File: src/rtl/core/sound_sweep_envelope_sequencer_macros.svh
// Assertion macros used by the sequencer core (sse_core).
// SSE_ASSERT_NOW  : consequent checked in the same cycle as the antecedent.
// SSE_ASSERT_NEXT : consequent checked in the cycle after the antecedent.
`ifndef SOUND_SWEEP_ENVELOPE_SEQUENCER_MACROS_SVH
`define SOUND_SWEEP_ENVELOPE_SEQUENCER_MACROS_SVH

`ifndef SYNTHESIS

`define SSE_ASSERT_NOW(label, clk, rst, ante, cons) \
  label: assert property (@(posedge clk) disable iff (rst) (ante) |-> (cons)) \
    else $error("sequencer check failed");

`define SSE_ASSERT_NEXT(label, clk, rst, ante, cons) \
  label: assert property (@(posedge clk) disable iff (rst) (ante) |=> (cons)) \
    else $error("sequencer check failed");

`else

`define SSE_ASSERT_NOW(label, clk, rst, ante, cons)

`define SSE_ASSERT_NEXT(label, clk, rst, ante, cons)

`endif

`endif

File: src/rtl/core/sse_pkg.sv
package sse_pkg;

  // Field widths
  localparam int FreqW   = 11;
  localparam int VolW    = 4;
  localparam int CyclesW = 6;
  localparam int SweepW  = 18;
  localparam int EnvW    = 20;
  localparam int NumEnv  = 3;

  localparam logic [FreqW-1:0] FreqMax = 11'd2047;
  localparam logic [VolW-1:0]  VolMax  = 4'd15;

  // Sweep fires when count*5 > period*163566 (32713.2 cycles per unit)
  localparam logic [20:0] SweepUnit = 21'd163566;

  // Commands carried in tuser
  typedef enum logic [1:0] {
    CMD_TICK      = 2'd0,
    CMD_LOAD_FREQ = 2'd1,
    CMD_LOAD_VOL  = 2'd2,
    CMD_NOP       = 2'd3
  } cmd_t;

  // Envelope channel selectors
  localparam logic [1:0] CH_SQUARE1 = 2'd0;
  localparam logic [1:0] CH_SQUARE2 = 2'd1;
  localparam logic [1:0] CH_NOISE   = 2'd2;

  // Register indexes (byte address / 4)
  localparam logic [2:0] REG_SWEEP_PERIOD   = 3'd0;
  localparam logic [2:0] REG_SWEEP_SHIFT    = 3'd1;
  localparam logic [2:0] REG_SWEEP_SUBTRACT = 3'd2;
  localparam logic [2:0] REG_SQ1_ENV_PERIOD = 3'd3;
  localparam logic [2:0] REG_SQ2_ENV_PERIOD = 3'd4;
  localparam logic [2:0] REG_NOISE_ENV_PER  = 3'd5;
  localparam logic [2:0] REG_ENV_RISE_MASK  = 3'd6;

  typedef struct packed {
    logic [2:0]        sweep_period;
    logic [2:0]        sweep_shift;
    logic              sweep_subtract;
    logic [NumEnv-1:0][2:0] env_period;
    logic [NumEnv-1:0] env_rise_mask;
  } cfg_t;

  typedef struct packed {
    logic              square1_stopped;
    logic              freq_updated;
    logic [VolW-1:0]   noise_volume;
    logic [VolW-1:0]   square2_volume;
    logic [VolW-1:0]   square1_volume;
    logic [FreqW-1:0]  square1_freq;
  } res_t;

endpackage

File: src/rtl/core/sound_sweep_envelope_sequencer.sv
// Channel   Ports                          Fields, lowest bit up
// s (in)    s_tvalid s_tready s_tdata      cycles, load_value, env_channel
//           s_tuser                        command
// m (out)   m_tvalid m_tready m_tdata      square1_freq, square1_volume,
//                                          square2_volume, noise_volume,
//                                          freq_updated, square1_stopped
// cfg       psel penable pwrite paddr pwdata prdata pready (registers at 4*i)
//
// One item per cycle sustained while m_tready stays high; an accepted input transaction
// passes the input register and then the result register, where its result is presented.
// The per-item update is one pass of timer adds, compares and the sweep adder.
// rst is synchronous and active high; it clears state and valid flags.
// While a result waits with m_tready low, one more item enters the input
// register, then s_tready drops until the result register drains.
module sound_sweep_envelope_sequencer (
  input  logic        clk,
  input  logic        rst,
  // input stream
  input  logic        s_tvalid,
  output logic        s_tready,
  input  logic [23:0] s_tdata,   // cycles[5:0], load_value[16:6], env_channel[18:17]
  input  logic [1:0]  s_tuser,   // command[1:0]
  // result stream
  output logic        m_tvalid,
  input  logic        m_tready,
  output logic [31:0] m_tdata,   // square1_freq[10:0], square1_volume[14:11],
                                 // square2_volume[18:15], noise_volume[22:19],
                                 // freq_updated[23], square1_stopped[24]
  // configuration
  input  logic        psel,
  input  logic        penable,
  input  logic        pwrite,
  input  logic [4:0]  paddr,
  input  logic [31:0] pwdata,
  output logic [31:0] prdata,
  output logic        pready
);
  import sse_pkg::*;

  cfg_t cfg;
  res_t res;
  logic res_valid;
  logic res_ready;

  sse_cfg u_cfg (
    .clk     (clk),
    .rst     (rst),
    .psel    (psel),
    .penable (penable),
    .pwrite  (pwrite),
    .paddr   (paddr),
    .pwdata  (pwdata),
    .prdata  (prdata),
    .pready  (pready),
    .cfg     (cfg)
  );

  sse_core u_core (
    .clk       (clk),
    .rst       (rst),
    .cfg       (cfg),
    .in_valid  (s_tvalid),
    .in_ready  (s_tready),
    .in_cmd    (s_tuser),
    .in_cycles (s_tdata[5:0]),
    .in_load   (s_tdata[16:6]),
    .in_chan   (s_tdata[18:17]),
    .res_valid (res_valid),
    .res_ready (res_ready),
    .res       (res)
  );

  sse_out u_out (
    .clk       (clk),
    .rst       (rst),
    .res_valid (res_valid),
    .res_ready (res_ready),
    .res       (res),
    .m_tvalid  (m_tvalid),
    .m_tready  (m_tready),
    .m_tdata   (m_tdata)
  );

endmodule

File: src/rtl/core/sse_cfg.sv
module sse_cfg (
  input  logic          clk,
  input  logic          rst,
  input  logic          psel,
  input  logic          penable,
  input  logic          pwrite,
  input  logic [4:0]    paddr,
  input  logic [31:0]   pwdata,
  output logic [31:0]   prdata,
  output logic          pready,
  output sse_pkg::cfg_t cfg
);
  import sse_pkg::*;

  logic       wr_en;
  logic [2:0] idx;

  assign pready = 1'b1;
  assign wr_en  = psel && penable && pwrite;
  assign idx    = paddr[4:2];

  // Register writes
  always_ff @(posedge clk) begin
    if (rst) begin
      cfg <= '0;
    end else if (wr_en) begin
      unique case (idx)
        REG_SWEEP_PERIOD:   cfg.sweep_period   <= pwdata[2:0];
        REG_SWEEP_SHIFT:    cfg.sweep_shift    <= pwdata[2:0];
        REG_SWEEP_SUBTRACT: cfg.sweep_subtract <= pwdata[0];
        REG_SQ1_ENV_PERIOD: cfg.env_period[0]  <= pwdata[2:0];
        REG_SQ2_ENV_PERIOD: cfg.env_period[1]  <= pwdata[2:0];
        REG_NOISE_ENV_PER:  cfg.env_period[2]  <= pwdata[2:0];
        REG_ENV_RISE_MASK:  cfg.env_rise_mask  <= pwdata[2:0];
        default: ;
      endcase
    end
  end

  // Read back
  always_comb begin
    prdata = '0;
    unique case (idx)
      REG_SWEEP_PERIOD:   prdata[2:0] = cfg.sweep_period;
      REG_SWEEP_SHIFT:    prdata[2:0] = cfg.sweep_shift;
      REG_SWEEP_SUBTRACT: prdata[0]   = cfg.sweep_subtract;
      REG_SQ1_ENV_PERIOD: prdata[2:0] = cfg.env_period[0];
      REG_SQ2_ENV_PERIOD: prdata[2:0] = cfg.env_period[1];
      REG_NOISE_ENV_PER:  prdata[2:0] = cfg.env_period[2];
      REG_ENV_RISE_MASK:  prdata[2:0] = cfg.env_rise_mask;
      default:            prdata      = '0;
    endcase
  end

endmodule

File: src/rtl/core/sse_core.sv
`include "sound_sweep_envelope_sequencer_macros.svh"

module sse_core (
  input  logic          clk,
  input  logic          rst,
  input  sse_pkg::cfg_t cfg,
  // input transaction
  input  logic          in_valid,
  output logic          in_ready,
  input  logic [1:0]    in_cmd,
  input  logic [5:0]    in_cycles,
  input  logic [10:0]   in_load,
  input  logic [1:0]    in_chan,
  // result toward the output register
  output logic          res_valid,
  input  logic          res_ready,
  output sse_pkg::res_t res
);
  import sse_pkg::*;

  // Input register
  logic               s1_valid;
  cmd_t               s1_cmd;
  logic [CyclesW-1:0] s1_cycles;
  logic [FreqW-1:0]   s1_load;
  logic [1:0]         s1_chan;

  // Sequencer state
  logic [FreqW-1:0]             freq;
  logic [SweepW-1:0]            sweep_cnt;
  logic [NumEnv-1:0][EnvW-1:0]  env_cnt;
  logic [NumEnv-1:0][VolW-1:0]  env_vol;
  logic                         stop;

  logic [FreqW-1:0]             freq_next;
  logic [SweepW-1:0]            sweep_cnt_next;
  logic [NumEnv-1:0][EnvW-1:0]  env_cnt_next;
  logic [NumEnv-1:0][VolW-1:0]  env_vol_next;
  logic                         stop_next;
  logic                         updated;

  logic accept;
  logic adv;

  assign adv       = s1_valid && res_ready;
  assign in_ready  = !s1_valid || res_ready;
  assign accept    = in_valid && in_ready;
  assign res_valid = s1_valid;

  always_ff @(posedge clk) begin
    if (rst) begin
      s1_valid <= 1'b0;
    end else if (accept) begin
      s1_valid <= 1'b1;
    end else if (adv) begin
      s1_valid <= 1'b0;
    end
  end

  always_ff @(posedge clk) begin
    if (accept) begin
      s1_cmd    <= cmd_t'(in_cmd);
      s1_cycles <= in_cycles;
      s1_load   <= in_load;
      s1_chan   <= in_chan;
    end
  end

  // Timer sums, sweep step and envelope steps for one item
  logic [SweepW:0]    sweep_sum;
  logic [SweepW-1:0]  sweep_sat;
  logic [20:0]        sweep_scaled;
  logic [20:0]        sweep_limit;
  logic [FreqW:0]     freq_up;
  logic [FreqW-1:0]   delta;
  logic [FreqW-1:0]   freq_step;
  logic               overflow;
  logic [EnvW:0]      env_sum;
  logic [EnvW-1:0]    env_sat;
  logic [EnvW-1:0]    env_limit;

  always_comb begin
    freq_next      = freq;
    sweep_cnt_next = sweep_cnt;
    env_cnt_next   = env_cnt;
    env_vol_next   = env_vol;
    stop_next      = stop;
    updated        = 1'b0;

    sweep_sum    = {1'b0, sweep_cnt} + (SweepW + 1)'(s1_cycles);
    sweep_sat    = sweep_sum[SweepW] ? {SweepW{1'b1}} : sweep_sum[SweepW-1:0];
    sweep_scaled = {3'b000, sweep_sat} + {1'b0, sweep_sat, 2'b00};
    sweep_limit  = {18'd0, cfg.sweep_period} * SweepUnit;
    delta        = freq >> cfg.sweep_shift;
    freq_up      = {1'b0, freq} + {1'b0, delta};
    overflow     = freq_up[FreqW];
    freq_step    = cfg.sweep_subtract ? (freq - delta) :
                   (overflow ? '0 : freq_up[FreqW-1:0]);
    env_sum      = '0;
    env_sat      = '0;
    env_limit    = '0;

    unique case (s1_cmd)
      CMD_TICK: begin
        // Sweep
        if (cfg.sweep_period == 3'd0) begin
          sweep_cnt_next = '0;
        end else if (sweep_scaled > sweep_limit) begin
          sweep_cnt_next = '0;
          freq_next      = freq_step;
          updated        = (freq_step != freq);
          if (!cfg.sweep_subtract && overflow) begin
            stop_next = 1'b1;
          end
        end else begin
          sweep_cnt_next = sweep_sat;
        end
        // Envelopes
        for (int c = 0; c < NumEnv; c++) begin
          env_sum   = {1'b0, env_cnt[c]} + (EnvW + 1)'(s1_cycles);
          env_sat   = env_sum[EnvW] ? {EnvW{1'b1}} : env_sum[EnvW-1:0];
          env_limit = {1'b0, cfg.env_period[c], 16'h0000};
          env_cnt_next[c] = env_sat;
          if ((cfg.env_period[c] != 3'd0) && (env_sat > env_limit)) begin
            env_cnt_next[c] = '0;
            if (cfg.env_rise_mask[c]) begin
              if (env_vol[c] != VolMax) env_vol_next[c] = env_vol[c] + 4'd1;
            end else if (env_vol[c] != 4'd0) begin
              env_vol_next[c] = env_vol[c] - 4'd1;
            end
          end
        end
      end
      CMD_LOAD_FREQ: begin
        freq_next = s1_load;
        stop_next = 1'b0;
      end
      CMD_LOAD_VOL: begin
        if (s1_chan != 2'd3) begin
          env_vol_next[s1_chan] = (s1_load > FreqW'(VolMax)) ? VolMax : s1_load[VolW-1:0];
        end
      end
      CMD_NOP: ;
      default: ;
    endcase
  end

  // State update on each item handed on
  always_ff @(posedge clk) begin
    if (rst) begin
      freq      <= '0;
      sweep_cnt <= '0;
      env_cnt   <= '0;
      env_vol   <= '0;
      stop      <= 1'b0;
    end else if (adv) begin
      freq      <= freq_next;
      sweep_cnt <= sweep_cnt_next;
      env_cnt   <= env_cnt_next;
      env_vol   <= env_vol_next;
      stop      <= stop_next;
    end
  end

  // Result fields show the state after this item
  assign res.square1_freq    = freq_next;
  assign res.square1_volume  = env_vol_next[CH_SQUARE1];
  assign res.square2_volume  = env_vol_next[CH_SQUARE2];
  assign res.noise_volume    = env_vol_next[CH_NOISE];
  assign res.freq_updated    = updated;
  assign res.square1_stopped = stop_next;

  // A stalled item must not touch the state
  `SSE_ASSERT_NEXT(a_stall_holds_freq, clk, rst, s1_valid && !res_ready, $stable(freq))
  // Only ticks report a sweep step
  `SSE_ASSERT_NOW(a_update_only_tick, clk, rst, s1_valid && updated, s1_cmd == CMD_TICK)
  // Disabled sweep keeps its timer cleared
  `SSE_ASSERT_NEXT(a_sweep_off_clear, clk, rst,
    adv && (s1_cmd == CMD_TICK) && (cfg.sweep_period == 3'd0), sweep_cnt == '0)
  // Stop flag rises only through an upward sweep overflow
  `SSE_ASSERT_NEXT(a_stop_source, clk, rst, adv && !stop && stop_next,
    stop && (freq == '0))

endmodule

File: src/rtl/core/sse_out.sv
module sse_out (
  input  logic          clk,
  input  logic          rst,
  input  logic          res_valid,
  output logic          res_ready,
  input  sse_pkg::res_t res,
  output logic          m_tvalid,
  input  logic          m_tready,
  output logic [31:0]   m_tdata
);
  import sse_pkg::*;

  res_t hold;

  assign res_ready = !m_tvalid || m_tready;

  // Result register valid flag
  always_ff @(posedge clk) begin
    if (rst) begin
      m_tvalid <= 1'b0;
    end else if (res_ready) begin
      m_tvalid <= res_valid;
    end
  end

  // Result payload
  always_ff @(posedge clk) begin
    if (res_ready && res_valid) begin
      hold <= res;
    end
  end

  assign m_tdata = {{(32 - $bits(res_t)){1'b0}}, hold};

endmodule
File: config.mk
export PLATFORM = sky130hd
export DESIGN_NAME = sound_sweep_envelope_sequencer
export DESIGN_NICKNAME = d
export VERILOG_FILES = /design/src/rtl/core/sse_pkg.sv /design/src/rtl/core/sound_sweep_envelope_sequencer.sv /design/src/rtl/core/sse_cfg.sv /design/src/rtl/core/sse_core.sv /design/src/rtl/core/sse_out.sv
export VERILOG_INCLUDE_DIRS = /design/src /design/src/rtl/core
export SDC_FILE = /design/constraint.sdc
export NUM_CORES = 1
export LEC_CHECK = 0
export ABC_CLOCK_PERIOD_IN_PS = 9800
export BUFFER_PORTS_ARGS = -buffer_cell sky130_fd_sc_hd__buf_2
export CORE_MARGIN = 8
export CORE_UTILIZATION = 30
export DETAILED_ROUTE_END_ITERATION = 8
export GPL_ROUTABILITY_DRIVEN = 0
export SYNTH_ARGS = -nofsm -noshare
export SYNTH_HDL_FRONTEND = slang
export SYNTH_SLANG_ARGS = --single-unit
export TNS_END_PERCENT = 100
File: constraint.sdc
create_clock -name clk -period 9.8 [get_ports clk]
set_clock_uncertainty 0.1 [all_clocks]
set_input_delay 1.96 -clock clk [delete_from_list [all_inputs] [get_ports clk]]
set_output_delay 1.96 -clock clk [all_outputs]
set_load 0.02 [all_outputs]
# [Word-level counts from Yosys, hierarchy flattened]
# Cells that the tools add are included.
[word_totals] out_inout_bits=67 inputBits=70 register_bits=169 word_cells=138
[op_classes] shift=1 order_cmp=7 add_sub_neg=13 n_eq_ne=13 reduce_logical=33 mux=40 bitwise=2 multipliers=1
[op_table] op="$mux 20" count=6
[op_table] op="$add 20x6->21" count=3
[op_table] op="$gt 20x19->1" count=3
[op_table] op="$mux 4" count=14
[op_table] op="$mux 18" count=3
[op_table] op="$mux 11" count=4
[op_table] op="$pmux 12 s2" count=1
[op_table] op="$pmux 11 s2" count=1
[op_table] op="$add 18x20->21" count=1
[op_table] op="$gt 21x21->1" count=1
[op_table] op="$mul 3x17->20 const B" count=1
[op_table] op="$add 18x6->19" count=1
[op_table] op="$reduce_and 2->1" count=8
[op_table] op="$add 11x11->12" count=1
[op_table] op="$add 4x1->4 const B" count=3
[op_table] op="$bwmux 12" count=1
[op_table] op="$mux 12" count=1
[op_table] op="$ne 4x4->1 const B" count=3
[op_table] op="$pmux 2 s6" count=1
[op_table] op="$reduce_bool 4->1" count=3
[op_table] op="$sub 4x1->4 const B" count=3
[op_table] op="$gt 11x4->1 const B" count=1
[op_table] op="$ne 11x11->1" count=1
[op_table] op="$shr 11x3->11" count=1
[op_table] op="other kinds (22)" count=44

# [Longest topological paths before layout]
# Gate-level depths: netlist (run 1).
[depth] ltp_word=7 ltp_mapped=31 mapped_depth_nobuf=30

# [By module]
# Synthesis (run 1) repeated with hierarchy kept, for this count alone.
[hier_totals] cells_unflattened=1864 area_unflattened_um2=14664.1
[modules_own_cells] mod="sse_core" cells_per_inst=1696 area_each_um2=12573.3 seq_area_each_um2=2692.6 instances=1
[modules_own_cells] mod="sse_cfg" cells_per_inst=130 area_each_um2=1228.7 seq_area_each_um2=380.4 instances=1
[modules_own_cells] mod="sse_out" cells_per_inst=38 area_each_um2=862.1 seq_area_each_um2=770.7 instances=1

# [Least setup slack after synthesis (run 1)]
# Ideal clock, no wire load.
[synth_path] path_type="flip-flop to flip-flop" startpoint="register u_core.s1_cycles[0]" endpoint="register u_out.hold (netlist bit u_out.m_tdata[4]), data pin" t_arrival_ns=6.553 setup_ns=0.270 n_path_buf=2 synth_period_minus_slack_ns=6.923 slack_ns=2.877 t_required_ns=9.430 path_stages_with_launch=32 path_cell_list="edfxtp_1 ha_1 inv_1 fa_1 nor2b_1 o21ai_0 a21boi_0 o21a_1 o2111ai_1 clkbuf_1 nand2_1 ha_1 a21o_1 a21oi_1 o21bai_1 a2111oi_0 nor3_1 nor3b_1 o31ai_1 o21ai_0 a21oi_1 xnor2_1 ha_1 nand4_1 or4_1 a21oi_1 nor4_1 or3_1 clkbuf_1 or3_1 o21ai_0 a21oi_1"
[synth_rtl] element="start: declaration" line_no="sse_core.sv:24" source="logic [CyclesW-1:0] s1_cycles;"
[synth_rtl] element="start signal: assignment" line_no="sse_core.sv:63" source="s1_cycles <= in_cycles;"
[synth_rtl] element="end signal: assignment" line_no="sse_out.sv:29" source="hold <= res;"
[synth_rtl] element="end: declaration" line_no="sse_out.sv:13" source="res_t hold;"

# [Worst setup path in the final report (run 1)]
[layout_path] startpoint="register u_core.s1_cycles[1]" endpoint="register u_core.freq[6]"
[layout_between] elab_chain_cells=7
[layout_lines] element="$add 18x6->19" line_no="sse_core.sv:90" source="sweep_sum = {1'b0, sweep_cnt} + (SweepW + 1)'(s1_cycles);"
[layout_lines] element="$mux 18" line_no="sse_core.sv:91" source="sweep_sat = sweep_sum[SweepW] ? {SweepW{1'b1}} : sweep_sum[SweepW-1:0];"
[layout_lines] element="$add 18x20->21" line_no="sse_core.sv:92" source="sweep_scaled = {3'b000, sweep_sat} + {1'b0, sweep_sat, 2'b00};"
[layout_lines] element="$gt 21x21->1" line_no="sse_core.sv:108" source="end else if (sweep_scaled > sweep_limit) begin"
[layout_lines] element="$mux 11" line_no="sse_core.sv:108"
[layout_lines] element="$mux 11" line_no="sse_core.sv:106" source="if (cfg.sweep_period == 3'd0) begin"
[layout_lines] element="$pmux 11 s2" line_no="sse_core.sv:103" source="unique case (s1_cmd)"
[layout_lines] element="end signal: assignment" line_no="sse_core.sv:157" source="freq <= freq_next;"
[layout_lines] element="end: declaration" line_no="sse_core.sv:29" source="logic [FreqW-1:0] freq;"
# Every way passes these cells.
# A chain may end at the register's enable or synchronous reset.

==> results.yml, run 1 <==
grt:
  grt_max_degree: 72
  grt_first_pass_wirelength_um: 62000
  grt_pass1_vias: 12100
  overflow: 0
  grt_usage: 0.139
  antenna_found_initial: 0
timing:
  rsz0062_at_grt: "false"
  clock.fmax_mhz: 121
  hold_ws_ps: 359
  setup_violations: 0
  hold_violations: 0
  max_slew_margin: 0.309
  worst_pin_slew_ps: 1040
  period_share: 0.842
  tns_ps: 0
  min_period_ps: 8250
  drv_slew: 0
clock_network:
  cts_max_path_buffers: 2
  clk_latency_ps: 460
  path_clk_slew_ps: 80
  hold_buffers: 0
  htreeDepth: 4
  post_cts_resized: 0
  numCtsBuffers: 17
  cts_sinks: 169
  ctsRootBufferMaster: "clkbuf_16"
  postCtsSetupBuffers: 0
  cts_tree: "done"
logic_synthesis:
  yosysSeqAreaShare: 0.277
  postSynthAreaPerCell_um2: 7.95
  syn_area_mm2: 0.0139
  synth_warnings: 0
  yosys.area.top_type: "dfxtp_1"
  syn_inst: 1747
  ys.flop_type: "dfxtp_1"
  synth_edf_count: 46
  ys_types: 94
  ys_top_cells_by_area: "dfxtp_1, edfxtp_1, ha_1"
  ys_ff_latch: 169
  synth_top_area_frac: 0.177
  async_flop_share: 0
setup_path:
  critPathSlowestCell: "a2111oi_0"
  critPathRequiredTime_ps: 10070
  crit_family: "compound AO/OA/AOI/OAI gates"
  crit_path_max_incr_delay_ps: 670
  critPathKind: "reg -> reg"
  worstSetupStartpointType: "register"
  cp_num_buf_inv: 1
  arrival_ps: 8520
  crit_fanout: 13
  crit_path_end_kind: "register"
layout:
  fin_nets: 1932
  antenna_cells: 0
  area_growth_pct: 8.91
  most-common-layout-cells: "nor2_1, a21oi_1, nand2_1, dfxtp_1, ha_1"
  instances_no_fill: 2364
  layout_commonest_cell: "nor2_1"
  fillerInstances: 4876
  drive_above_1_share: 0.0905
die:
  initial_core_util: 0.301
  die_w_um: 231
  fp.coreArea_mm2: 0.0462
  die-height_um: 231
  rows: 79
  die_area_mm2: 0.0535
  io_pins: 137
flow_run:
  maxCapViolations: 0
routing:
  drt-initial-drc-count: 1054
  drtAntennaViolNets: 0
  via_per_inst: 5.37
  route.detailed.drc: 0
  firstDrtPassIters: 5
  finalWirelength_um: 37900
  vias: 12700
  wl_per_cell_um: 16.0
power_and_ir_drop:
  finalPower_w: 0.00175
  leakage_nw: 5.76
  peakVddDrop_uv: 129
  powerDensity_mw_per_mm2: 115
run_status:
  status: "finished clean"
worst_hold_path:
  hold_path_class: "reg -> reg"
placement:
  dpl.hpwl_um: 27600
  port_buffers: 63
  place_inst: 2332
routing by layer:
layer  track usage  wire [um]
met5             0          0
met2         0.223      17200
met3        0.0301       2330
met4        0.0400        648
met1         0.187      17800
flip-flops by register name, indices dropped and copies added, names as in the netlist:
name              count
u_cfg.cfg            19
u_core.env_cnt       60
u_core.env_vol       12
u_core.freq          11
u_core.res_valid      1
u_core.s1_chan        2
u_core.s1_cmd         2
u_core.s1_cycles      6
u_core.s1_load       11
u_core.stop           1
u_core.sweep_cnt     18
u_out.m_tdata        25
u_out.m_tvalid        1
Yosys cell counts, drive strengths merged (5+ instances only):
| library cell | number |
|---|---|
| ha | 108 |
| a311oi | 9 |
| inv | 87 |
| nand2b | 35 |
| or3 | 17 |
| xnor2 | 54 |
| mux2 | 7 |
| o21a | 24 |
| and2 | 8 |
| o22ai | 8 |
| mux4 | 5 |
| nor4 | 9 |
| nand3 | 64 |
| o211ai | 14 |
| xor2 | 23 |
| clkbuf | 76 |
| a31oi | 22 |
| fa | 10 |
| nor2b | 20 |
| a211oi | 20 |
| mux2i | 41 |
| o2111ai | 6 |
| and3 | 8 |
| a21o | 24 |
| o31ai | 17 |
| a22oi | 34 |
| o221ai | 6 |
| nand2 | 151 |
| nor3 | 61 |
| nand4 | 31 |
| o21bai | 13 |
| or2 | 14 |
| a21oi | 154 |
| buf | 56 |
| or4 | 8 |
| nand3b | 5 |
| nor2 | 175 |
| o21ai | 81 |
| dfxtp | 123 |
| edfxtp | 46 |
area by class of cell:
cell class,instances,area (um^2),area share
inverters,88,330,0.0218
repair buffers,75,408,0.0270
clock inverters,15,175,0.0116
clock buffers,17,425,0.0281
well taps,607,759,0.0502
flip-flops and latches,169,3840,0.254
multi-input cells,1393,9190,0.607
worst min-delay path, delay by kind of cell (launching register included):
family | cells | cell delay, ps
flip-flops | 1 | 320
AND/OR/NAND/NOR | 1 | 50
AO/OA/AOI/OAI | 1 | 50
cell families (layout without fill, tap and decap cells):
| group | count (synthesis) | after routing | synth area share |
|---|---|---|---|
| adder cells (fa/ha/maj) | 118 | 118 | 0.112 |
| other | 2 | 37 | 0.000540 |
| flip-flops | 169 | 169 | 0.277 |
| AO/OA/AOI/OAI | 484 | 484 | 0.229 |
| buffers and inverters | 220 | 195 | 0.0717 |
| AND/OR/NAND/NOR | 622 | 622 | 0.216 |
| multiplexers | 53 | 53 | 0.0433 |
| XOR/XNOR | 79 | 79 | 0.0519 |
power breakdown:
part	total, W	switching (W)	internal, W
Clock	0.000706	0.000339	0.000367
Sequential	0.000761	0.0000239	0.000737
Combinational	0.000278	0.000174	0.000104
per-stage QoR:
stage          worst slack [ps]  utilization  cell area (um^2)
2_1_floorplan              2880            -             14000
3_3_place_gp               1700        0.315             14500
3_5_place_dp               1630        0.315             14500
4_1_cts                    1560        0.328             15100
5_1_grt                    1040        0.328             15100
6_report                   1550        0.328             15100
path summary, 6_finish.rpt:
check / from / endpoint / slack, ps / depth (start not counted)
max: u_core.s1_cycles[1] / u_core.freq[6] / 1550 / 28
min: u_core.env_cnt[42] / u_core.env_cnt[42] / 360 / 2
max reg2reg: u_core.s1_cycles[1] / u_core.freq[6] / 1550 / 28
min reg2reg: u_core.env_cnt[42] / u_core.env_cnt[42] / 360 / 2
(Power assumes the default switching activity.)
==> inputs of run 2 (changes only) <==
ABC_CLOCK_PERIOD_IN_PS = 8100   (was 9800)
clock period = 8.1 ns   (was 9.8 ns; I/O delays follow)
==> results.yml, run 2 (synthesis gave the netlist of run 1 again) <==
die:
  die-height_um: 231
  die_w_um: 231
  io_pins: 137
  die_area_mm2: 0.0535
  fp.coreArea_mm2: 0.0462
  initial_core_util: 0.301
  rows: 79
setup_path:
  crit_fanout: 9
  crit_family: "compound AO/OA/AOI/OAI gates"
  crit_path_max_incr_delay_ps: 560
  cp_num_buf_inv: 1
  arrival_ps: 7650
  crit_path_end_kind: "register"
  worstSetupStartpointType: "register"
  critPathSlowestCell: "or4_1"
  critPathRequiredTime_ps: 8190
  critPathKind: "reg -> reg"
  r2r_setup_slack_ps: 540
  path_common_cell: "a21oi_1"
layout:
  fin_area_mm2: 0.0152
  utilization: 0.330
  largest_reg_flops: 60
  fin_nets: 1939
  drive_above_1_share: 0.0958
  area_growth_pct: 9.65
  most-common-layout-cells: "nor2_1, a21oi_1, nand2_1, dfxtp_1, ha_1"
  layout_commonest_cell: "nor2_1"
  regMostFlops: "u_core.env_cnt"
  instances_no_fill: 2372
timing:
  hold_violations: 0
  max_slew_margin: 0.291
  worst_pin_slew_ps: 1050
  clock.fmax_mhz: 132
  drv_slew: 0
  setup_violations: 0
  period_share: 0.933
  rsz0062_at_grt: "false"
  tns_ps: 0
  min_period_ps: 7560
clock_network:
  post_cts_resized: 0
  cts_tree: "done"
  htreeDepth: 4
  hold_buffers: 0
  path_clk_slew_ps: 80
  clk_latency_ps: 470
  postCtsSetupBuffers: 0
  cts_max_path_buffers: 2
  cts_sinks: 169
  numCtsBuffers: 17
  ctsRootBufferMaster: "clkbuf_16"
placement:
  dpl.hpwl_um: 27800
  port_buffers: 63
  place_inst: 2339
  placed_area_mm2: 0.0146
run_status:
  status: "finished clean"
routing:
  route.met3.wl_um: 1880
  wl_per_cell_um: 15.9
  top_layer_used: "met4"
  via_per_inst: 5.35
  finalWirelength_um: 37800
  route.met2.wl_um: 17300
  drt-initial-drc-count: 988
  firstDrtPassIters: 6
  drtAntennaViolNets: 0
  wl_met1_um: 18000
  vias: 12700
  route.detailed.drc: 0
grt:
  antenna_found_initial: 0
  grt_first_pass_wirelength_um: 61900
  grt_max_degree: 69
  overflow: 0
  grt_pass1_vias: 12100
  grt_usage: 0.139
power_and_ir_drop:
  powerDensity_mw_per_mm2: 138
  leakage_nw: 5.80
  peakVddDrop_uv: 141
worst_hold_path:
  hold_path_class: "reg -> reg"
flow_run:
  maxCapViolations: 0
-- run 2: layout make-up --
| cell class | instances | area, um^2 |
|---|---|---|
| timing repair buffer | 82 | 473 |
| sequential | 169 | 3840 |
| clock buffer | 17 | 425 |
| antenna | 1 | 2.50 |
| inverter | 88 | 330 |
| fill | 4817 | 30900 |
| clock inverter | 15 | 198 |
| tap | 607 | 759 |
| multi-input combinational | 1393 | 9210 |
-- run 2: routing by layer --
| metal | GRT usage | vias to the layer above |
|---|---|---|
| li1 | - | 6278 |
| met1 | 0.186 | 6046 |
| met2 | 0.226 | 321 |
| met3 | 0.0242 | 38 |
| met4 | 0.0404 | 0 |
| met5 | 0 | - |
-- run 2: worst reg2reg max path: cells and delay by family, from the launching register on --
kind / cells / cell delay, ps
XOR/XNOR: 1 / 100
adder cells (fa/ha/maj): 4 / 1370
flip-flops: 1 / 510
AND/OR/NAND/NOR: 8 / 2000
buffers and inverters: 1 / 230
AO/OA/AOI/OAI: 15 / 2970
-- run 2: per-stage QoR --
step / worst slack, ps / hold WS, ps / power, W
CTS: 157 / 365 / 0.00213
detailed placement: 228 / 354 / 0.00128
floorplan: 1180 / 336 / 0.00119
global placement: 433 / 343 / 0.00127
global route: 32.4 / 385 / 0.00220
finish: 539 / 364 / 0.00211
-- run 2: worst paths after layout --
kind                       startpoint                 end  cells past startpoint
setup / recovery  u_core.s1_cycles[2]    u_out.m_tdata[4]                     29
hold reg to reg    u_core.env_cnt[22]  u_core.env_cnt[22]                      2
setup reg to reg  u_core.s1_cycles[2]    u_out.m_tdata[4]                     29
hold / removal     u_core.env_cnt[22]  u_core.env_cnt[22]                      2
-- run 2: where the power goes --
group          internal, W  switching, W
combinational     0.000128      0.000211
sequential        0.000892     0.0000305
clock             0.000421      0.000426
total              0.00144      0.000667
==> inputs of run 3 (changes only) <==
CORE_ASPECT_RATIO = 2   (was not set)
==> results.yml, run 3 (synthesis gave the netlist of run 1 again) <==
grt:
  grt_max_degree: 89
  grt_usage: 0.153
  grt_first_pass_wirelength_um: 66800
  antenna_found_initial: 1
  grt_pass1_vias: 13200
  overflow: 0
clock_network:
  post_cts_resized: 0
  numCtsBuffers: 17
  cts_max_path_buffers: 2
  ctsRootBufferMaster: "clkbuf_16"
  clk_latency_ps: 460
  htreeDepth: 4
  path_clk_slew_ps: 70
  cts_sinks: 169
  cts_tree: "done"
  postCtsSetupBuffers: 0
  hold_buffers: 0
die:
  die_area_mm2: 0.0539
  die-height_um: 320
  fp.coreArea_mm2: 0.0458
  rows: 111
  die_w_um: 168
  io_pins: 137
  initial_core_util: 0.303
timing:
  setup_violations: 0
  min_period_ps: 7480
  drv_slew: 0
  worst_pin_slew_ps: 1050
  clock.fmax_mhz: 134
  period_share: 0.923
  hold_violations: 0
  max_slew_margin: 0.300
  rsz0062_at_grt: "false"
  tns_ps: 0
routing:
  firstDrtPassIters: 5
  via_per_inst: 5.59
  wl_per_cell_um: 17.9
  drt-initial-drc-count: 736
  drtAntennaViolNets: 0
  vias: 13100
  route.detailed.drc: 0
  finalWirelength_um: 41800
layout:
  most-common-layout-cells: "nor2_1, a21oi_1, nand2_1, dfxtp_1, ha_1"
  largest_reg_flops: 60
  regMostFlops: "u_core.env_cnt"
  layout_commonest_cell: "nor2_1"
  drive_above_1_share: 0.0998
  antenna_cells: 0
  area_growth_pct: 9.55
  instances_no_fill: 2338
  fin_nets: 1948
setup_path:
  crit_fanout: 10
  cp_num_buf_inv: 4
  worstSetupStartpointType: "register"
  crit_family: "compound AO/OA/AOI/OAI gates"
  arrival_ps: 7740
  critPathRequiredTime_ps: 8360
  critPathKind: "reg -> reg"
  crit_path_end_kind: "register"
  critPathSlowestCell: "or3_1"
  crit_path_max_incr_delay_ps: 580
flow_run:
  maxCapViolations: 0
power_and_ir_drop:
  powerDensity_mw_per_mm2: 140
  peakVddDrop_uv: 174
  leakage_nw: 5.84
placement:
  port_buffers: 63
  place_inst: 2306
  dpl.hpwl_um: 31900
run_status:
  status: "finished clean"
worst_hold_path:
  hold_path_class: "reg -> reg"
[run 3: cell types whose count changed in the layout (fill, tap and decap cells not counted), sizes merged]
cell and change:
inv +3, buf +9, diode -1, clkinv -4, bufinv +1
[run 3: report_power, final]
group,internal [W],switching [W]
logic,0.000130,0.000217
clock network,0.000442,0.000420
registers,0.000891,0.0000297
total,0.00146,0.000666
[run 3: cell type report]
class	count	area [um^2]
fillers	4859	30600
multi-input cells	1393	9200
flip-flops and latches	169	3840
well taps	565	707
repair buffers	91	541
clock buffers	17	425
inverters	88	330
clock inverters	15	178
[run 3: metrics by stage]
stage / hold slack, ps / power [W] / utilization / area [um^2] / setup WS [ps]
after global placement: 343 / 0.00128 / 0.319 / 14600 / 654
after CTS: 363 / 0.00215 / 0.332 / 15200 / 440
after detailed placement: 352 / 0.00128 / 0.319 / 14600 / 482
final: 361 / 0.00213 / 0.332 / 15200 / 623
after global routing: 376 / 0.00221 / 0.332 / 15200 / 90.9
after floorplan: 336 / 0.00119 / - / 14000 / 1180
[run 3: path summary, 6_finish.rpt]
kind	startpoint	endpoint	slack [ps]	cells past startpoint
setup reg to reg	u_core.s1_cycles[0]	u_core.freq[3]	620	31
hold reg to reg	u_core.env_cnt[45]	u_core.env_cnt[45]	360	2
setup / recovery	u_core.s1_cycles[0]	u_core.freq[3]	620	31
hold / removal	u_core.env_cnt[45]	u_core.env_cnt[45]	360	2
[run 3: worst reg2reg max path, delay by kind of cell (launching register included)]
| kind | cells | cell delay, ps |
|---|---|---|
| AO/OA/AOI/OAI | 13 | 2480 |
| AND/OR/NAND/NOR | 9 | 2390 |
| adder cells (fa/ha/maj) | 4 | 1180 |
| buffers and inverters | 4 | 710 |
| flip-flops | 1 | 360 |
| XOR/XNOR | 1 | 150 |
[run 3: routing by layer]
layer,GRT usage,share of wire,vias up
li1,-,-,6295
met1,0.140,0.35,6193
met2,0.308,0.56,436
met3,0.0203,0.041,148
met4,0.0941,0.052,2
met5,0,0.00019,-
